File: src/rtl/kbq_pkg.sv
package kbq_pkg;

  // Command codes carried in s_tuser
  localparam logic [1:0] CMD_KEY     = 2'd0;
  localparam logic [1:0] CMD_DEQUEUE = 2'd1;
  localparam logic [1:0] CMD_CLEAR   = 2'd2;

  // Code, scancode and queue count widths
  localparam int CODE_W  = 9;
  localparam int SCAN_W  = 17;
  localparam int COUNT_W = 4;

  // Control for one queue cell
  typedef struct packed {
    logic load;   // take the incoming code
    logic shift;  // take the neighbor's code (queue moves toward the head)
  } cell_ctrl_t;

endpackage

File: src/rtl/keyboard_event_queue_controller.sv
// Keyboard event queue controller. Each transaction on the s_ side carries
// one command in s_tuser (key event, dequeue, clear ready) and produces
// exactly one registered result on the m_ side: the scancode latch, the
// ready flag, the interrupt pulse, the queue count and the drop flag. A
// command is decoded combinationally, so one transaction per cycle is
// sustained; the only limit is the single output register, which accepts a
// new command while its result is being taken. Queued codes live in a chain
// of QUEUE_DEPTH cells that shifts toward the head on a dequeue. The
// interrupt enable is written through cfg_valid/cfg_data, always ready.
module keyboard_event_queue_controller #(
  parameter int QUEUE_DEPTH = 10
) (
  input  logic        clk,
  input  logic        rst,
  // Input stream
  input  logic        s_tvalid,
  output logic        s_tready,
  input  logic [15:0] s_tdata,   // [7:0] key_code, [8] key_down, [15:9] zero
  input  logic [1:0]  s_tuser,   // [1:0] command
  // Result stream
  output logic        m_tvalid,
  input  logic        m_tready,
  output logic [23:0] m_tdata,   // [16:0] scancode, [17] ready_res,
                                 // [18] interrupt_request, [22:19] queue_count,
                                 // [23] dropped
  // Configuration
  input  logic        cfg_valid,
  output logic        cfg_ready,
  input  logic        cfg_data   // interrupt_enable
);

  localparam int CW = $clog2(QUEUE_DEPTH + 1);
  localparam int CODE_W = kbq_pkg::CODE_W;
  localparam int SCAN_W = kbq_pkg::SCAN_W;

  logic              ien;
  logic              ready_flag, ready_flag_next;
  logic [SCAN_W-1:0] latch, latch_next;
  logic [CW-1:0]     count, count_next;
  logic              irq, drop, push, pop, accept;
  logic [CODE_W-1:0] code_in;
  logic [CODE_W-1:0] cell_code [QUEUE_DEPTH];
  logic [1:0]        command;

  assign accept    = s_tvalid & s_tready;
  assign s_tready  = ~m_tvalid | m_tready;
  assign cfg_ready = 1'b1;
  assign command   = s_tuser;
  assign code_in   = {~s_tdata[8], s_tdata[7:0]};

  // Configuration register
  always_ff @(posedge clk) begin
    if (rst) begin
      ien <= 1'b0;
    end else if (cfg_valid) begin
      ien <= cfg_data;
    end
  end

  // Command decode and next state
  always_comb begin
    ready_flag_next = ready_flag;
    latch_next      = latch;
    count_next      = count;
    irq             = 1'b0;
    drop            = 1'b0;
    push            = 1'b0;
    pop             = 1'b0;
    case (command)
      kbq_pkg::CMD_KEY: begin
        if (!ready_flag) begin
          latch_next = {1'b1, 7'd0, code_in};
          if (ien) begin
            ready_flag_next = 1'b1;
            irq             = 1'b1;
          end
        end else if (count < CW'(QUEUE_DEPTH)) begin
          push       = 1'b1;
          count_next = count + CW'(1);
        end else begin
          drop = 1'b1;
        end
      end
      kbq_pkg::CMD_DEQUEUE: begin
        if (!ready_flag && count != '0) begin
          pop        = 1'b1;
          count_next = count - CW'(1);
          latch_next = {1'b1, 7'd0, cell_code[0]};
          if (ien) begin
            ready_flag_next = 1'b1;
            irq             = 1'b1;
          end
        end
      end
      kbq_pkg::CMD_CLEAR: begin
        ready_flag_next = 1'b0;
      end
      default: begin
      end
    endcase
  end

  // Chain of queue cells
  genvar i;
  generate
    for (i = 0; i < QUEUE_DEPTH; i++) begin : g_cell
      kbq_pkg::cell_ctrl_t ctrl;
      logic [CODE_W-1:0]   neighbor;
      assign ctrl.shift = accept & pop;
      assign ctrl.load  = accept & push & (count == CW'(i));
      if (i == QUEUE_DEPTH - 1) begin : g_tail
        assign neighbor = '0;
      end else begin : g_mid
        assign neighbor = cell_code[i+1];
      end
      kbq_cell u_cell (
        .clk      (clk),
        .ctrl     (ctrl),
        .code_in  (code_in),
        .neighbor (neighbor),
        .code     (cell_code[i])
      );
    end
  endgenerate

  // State registers
  always_ff @(posedge clk) begin
    if (rst) begin
      ready_flag <= 1'b0;
      latch      <= '0;
      count      <= '0;
    end else if (accept) begin
      ready_flag <= ready_flag_next;
      latch      <= latch_next;
      count      <= count_next;
    end
  end

  // Result register
  always_ff @(posedge clk) begin
    if (rst) begin
      m_tvalid <= 1'b0;
    end else if (accept) begin
      m_tvalid <= 1'b1;
    end else if (m_tready) begin
      m_tvalid <= 1'b0;
    end
  end

  always_ff @(posedge clk) begin
    if (accept) begin
      m_tdata <= {drop, kbq_pkg::COUNT_W'(count_next), irq, ready_flag_next, latch_next};
    end
  end

`ifndef NO_ASSERTIONS
  // Queue never holds more than its depth
  a_count_bound: assert property (@(posedge clk) disable iff (rst)
    count <= CW'(QUEUE_DEPTH))
    else $error("queue count above depth");

  // Ready only rises while interrupts were enabled
  a_ready_ien: assert property (@(posedge clk) disable iff (rst)
    $rose(ready_flag) |-> $past(ien))
    else $error("ready set with interrupts disabled");

  // A key event into a full queue while ready reports a drop
  a_drop: assert property (@(posedge clk) disable iff (rst)
    (accept && command == kbq_pkg::CMD_KEY && ready_flag && count == CW'(QUEUE_DEPTH))
    |=> (m_tvalid && m_tdata[23]))
    else $error("missing drop flag");

  // An interrupt pulse always comes with the ready flag set
  a_irq_ready: assert property (@(posedge clk) disable iff (rst)
    (m_tvalid && m_tdata[18]) |-> m_tdata[17])
    else $error("interrupt without ready");
`endif

endmodule

File: src/rtl/kbq_cell.sv
// One queue entry. Cell 0 is the head; a pop shifts every cell one place
// toward the head, a push loads the first free cell.
module kbq_cell (
  input  logic                       clk,
  input  kbq_pkg::cell_ctrl_t        ctrl,
  input  logic [kbq_pkg::CODE_W-1:0] code_in,
  input  logic [kbq_pkg::CODE_W-1:0] neighbor,
  output logic [kbq_pkg::CODE_W-1:0] code
);

  // Payload only; occupancy is tracked by the controller count
  always_ff @(posedge clk) begin
    if (ctrl.shift) begin
      code <= neighbor;
    end else if (ctrl.load) begin
      code <= code_in;
    end
  end

endmodule

File: config.mk
export PLATFORM = sky130hd
export DESIGN_NAME = keyboard_event_queue_controller
export DESIGN_NICKNAME = d
export VERILOG_FILES = /design/src/rtl/kbq_pkg.sv /design/src/rtl/keyboard_event_queue_controller.sv /design/src/rtl/kbq_cell.sv
export SDC_FILE = /design/constraint.sdc
export NUM_CORES = 1
export LEC_CHECK = 0
export BUFFER_PORTS_ARGS = -buffer_cell sky130_fd_sc_hd__buf_2
export CAP_MARGIN = 10
export CORE_UTILIZATION = 40
export CTS_CLUSTER_SIZE = 25
export DETAILED_ROUTE_END_ITERATION = 16
export GPL_TIMING_DRIVEN = 0
export PLACE_DENSITY_LB_ADDON = 0.3
export SLEW_MARGIN = 10
export SYNTH_ARGS = -nofsm -noshare
export SYNTH_HDL_FRONTEND = slang
export SYNTH_SLANG_ARGS = --single-unit
File: constraint.sdc
create_clock -name clk -period 5.8 [get_ports clk]
set_input_delay 0.87 -clock clk [delete_from_list [all_inputs] [get_ports clk]]
set_output_delay 0.87 -clock clk [all_outputs]
set_load 0.05 [all_outputs]
==> flow_summary.json <==
{
  "setup_viol": 0,
  "first_iter_violations": 246,
  "yosysSeqAreaShare": 0.664,
  "netlist_area_mm2": 0.00574,
  "htreeDepth": 4,
  "cts_tree": "built",
  "clk_pin_slew_worst_paths_ns": 0.06,
  "finalMaxSlewViolations": 0,
  "grt_pass1_vias": 3774,
  "final_common_cell": "nand2_1",
  "cts_buffer_depth": 2,
  "layout_common_cells": "174 x nand2_1, 105 x edfxtp_1, 53 x buf_2, 33 x dfxtp_1, 17 x clkbuf_16",
  "die_area_mm2": 0.0148,
  "required_ns": 5.84,
  "cts_buffers": 17,
  "max_slew_margin": 0.341,
  "place_ws_ns": 2.58,
  "internal_power_uw": 1900,
  "clkLatencyLatePin_ns": 0.42,
  "power.density_mw_per_mm2": 359,
  "die_x_um": 122,
  "hp-class": "reg2reg",
  "async_reset_ff_frac": 0,
  "max_slew.worst_pin.slew_ns": 0.980,
  "cts_setup_buffers": 0,
  "via_per_inst": 5.11,
  "p_comb_frac": 0.068,
  "syn_area_per_cell_um2": 11.5,
  "seqPwrFrac": 0.449,
  "ctsHoldBuffers": 0,
  "hold_violations": 0,
  "top_level_ports": 51,
  "root_buffer": "clkbuf_16",
  "yosys_warnings": 0,
  "outcome": "finished clean",
  "firstDrtPassIters": 5,
  "p_sw_frac": 0.226,
  "arrival_ns": 2.83,
  "rsz0062_at_grt": "false",
  "antenna_found_initial": 0,
  "syn_to_final_growth_pct": 18.9,
  "dp_cells": 721,
  "drc": 0,
  "grt_max_degree": 34,
  "route.vias.total": 3848,
  "fmax_mhz": 359,
  "wire_per_inst_um": 15.4,
  "min_period_ns": 2.79,
  "clock-sinks": 138,
  "vdd_drop_max_v": 0.000211,
  "nFillCells": 1230,
  "min_path_cells": 1,
  "power_uw": 2450,
  "p_switching_uw": 554,
  "num_antenna_cells": 0,
  "whs_ns": 0.450,
  "setup-tns-final_ns": 0,
  "ctsResizeCount": 0,
  "p_clk_frac": 0.484,
  "worstSetupPathType": "in2reg",
  "synth-edff-count": 105,
  "start_kind": "input pin",
  "dp_hpwl_mm": 8.08,
  "grt_util_all_layers": 0.168,
  "drive_above_1_share": 0.197,
  "multi_input_area_mm2": 0.00172,
  "final.period_utilization": 0.480,
  "portBuffers": 42,
  "gp_congestion": 0.801,
  "start_util": 0.412,
  "nets": 589,
  "leakage_uw": 0.00270,
  "ys_types": 51,
  "grt_pass1_wl_mm": 18.7,
  "ys.flop_type": "edfxtp_1",
  "synth_fp_nets": 528,
  "overflow": 0,
  "crit_path_max_fanout": 10,
  "ant_nets": 0,
  "setup_slack_ns": 3.01,
  "rows": 43,
  "finalWirelength_mm": 11.6,
  "ys_ff_latch": 138,
  "end_kind": "register",
  "die_h_um": 122,
  "r2r_cells": 8,
  "max_cap_viol_count": 0,
  "register_area_mm2": 0.00381,
  "syn_inst": 499,
  "fin_cells": 753,
  "core_area_mm2": 0.0139,
  "skew_ns": 0.00590
}
[cell families after synthesis]
group	count (synthesis)	synth area share
and+or+nand+nor	235	0.178
buffers and inverters	36	0.0370
muxes	4	0.00741
xor gates and xnor gates	1	0.00153
DFF	138	0.664
adders and majority gates	5	0.0109
AOI/OAI and AO/OA	79	0.101
other	1	0.000653
[synthesized netlist by cell type (all sizes together), types with 3 or more instances]
cell type / number / share of area
o21ai: 14 / 0.012
and2: 15 / 0.016
a31oi: 4 / 0.0044
inv: 8 / 0.0052
buf: 22 / 0.028
clkbuf: 6 / 0.0039
a22oi: 8 / 0.010
nor2: 14 / 0.010
a21oi: 20 / 0.025
ha: 5 / 0.011
edfxtp: 105 / 0.55
nand3: 8 / 0.0070
nor2b: 3 / 0.0033
nand2: 174 / 0.11
dfxtp: 33 / 0.12
o2bb2ai: 9 / 0.014
nand4: 3 / 0.0033
nor3: 4 / 0.0035
a21o: 14 / 0.018
[sequential cells by signal, summed over array words and instances (netlist names)]
signal              flops
latch                  17
m_tdata                24
count                   4
g_cell.u_cell.code     90
ready_flag              1
ien                     1
m_tvalid                1
[through the flow]
step | utilization | area, um^2
finish | 0.490 | 6830
global route | 0.490 | 6830
CTS | 0.490 | 6830
detailed placement | 0.443 | 6180
global placement | 0.443 | 6180
floorplan | - | 5740
[power by group through the flow]
stage	logic (uW)	registers, uW	clock network [uW]
floorplan	77.5	1160	0
finish	166	1100	1190
global route	181	1100	1240
detailed placement	166	1120	0
CTS	167	1100	1200
global placement	163	1120	0
[layout make-up]
type | instances | share of cell area
well taps | 180 | 0.0330
flip-flops and latches | 138 | 0.559
clock inverters | 15 | 0.0328
plain buffers | 28 | 0.0268
multi-input cells | 325 | 0.251
repair buffers | 42 | 0.0308
inverters | 8 | 0.00440
clock buffers | 17 | 0.0623
[worst paths after layout]
kind | start | end | slack, ns
min | latch[13] | latch[13] | 0.45
max reg2reg | count[0] | g_cell[6].u_cell.code[2] | 3.20
min reg2reg | latch[13] | latch[13] | 0.45
max | s_tuser[1] | g_cell[5].u_cell.code[4] | 3.01
[metal layers]
metal / wire length [um] / GRT usage
met1: 5160 / 0.206
met2: 5750 / 0.281
met3: 510 / 0.0393
met4: 173 / 0.0764
met5: 0 / 0
[worst max-delay path: stages]
cell     delay, ns
buf_2         0.11
buf_2         0.17
nor3b_2       0.34
and2_1        0.17
buf_2         0.17
buf_2         0.23
a31oi_1       0.11
nor2_1        0.64
Note: power is estimated with default switching activity, not from simulation.
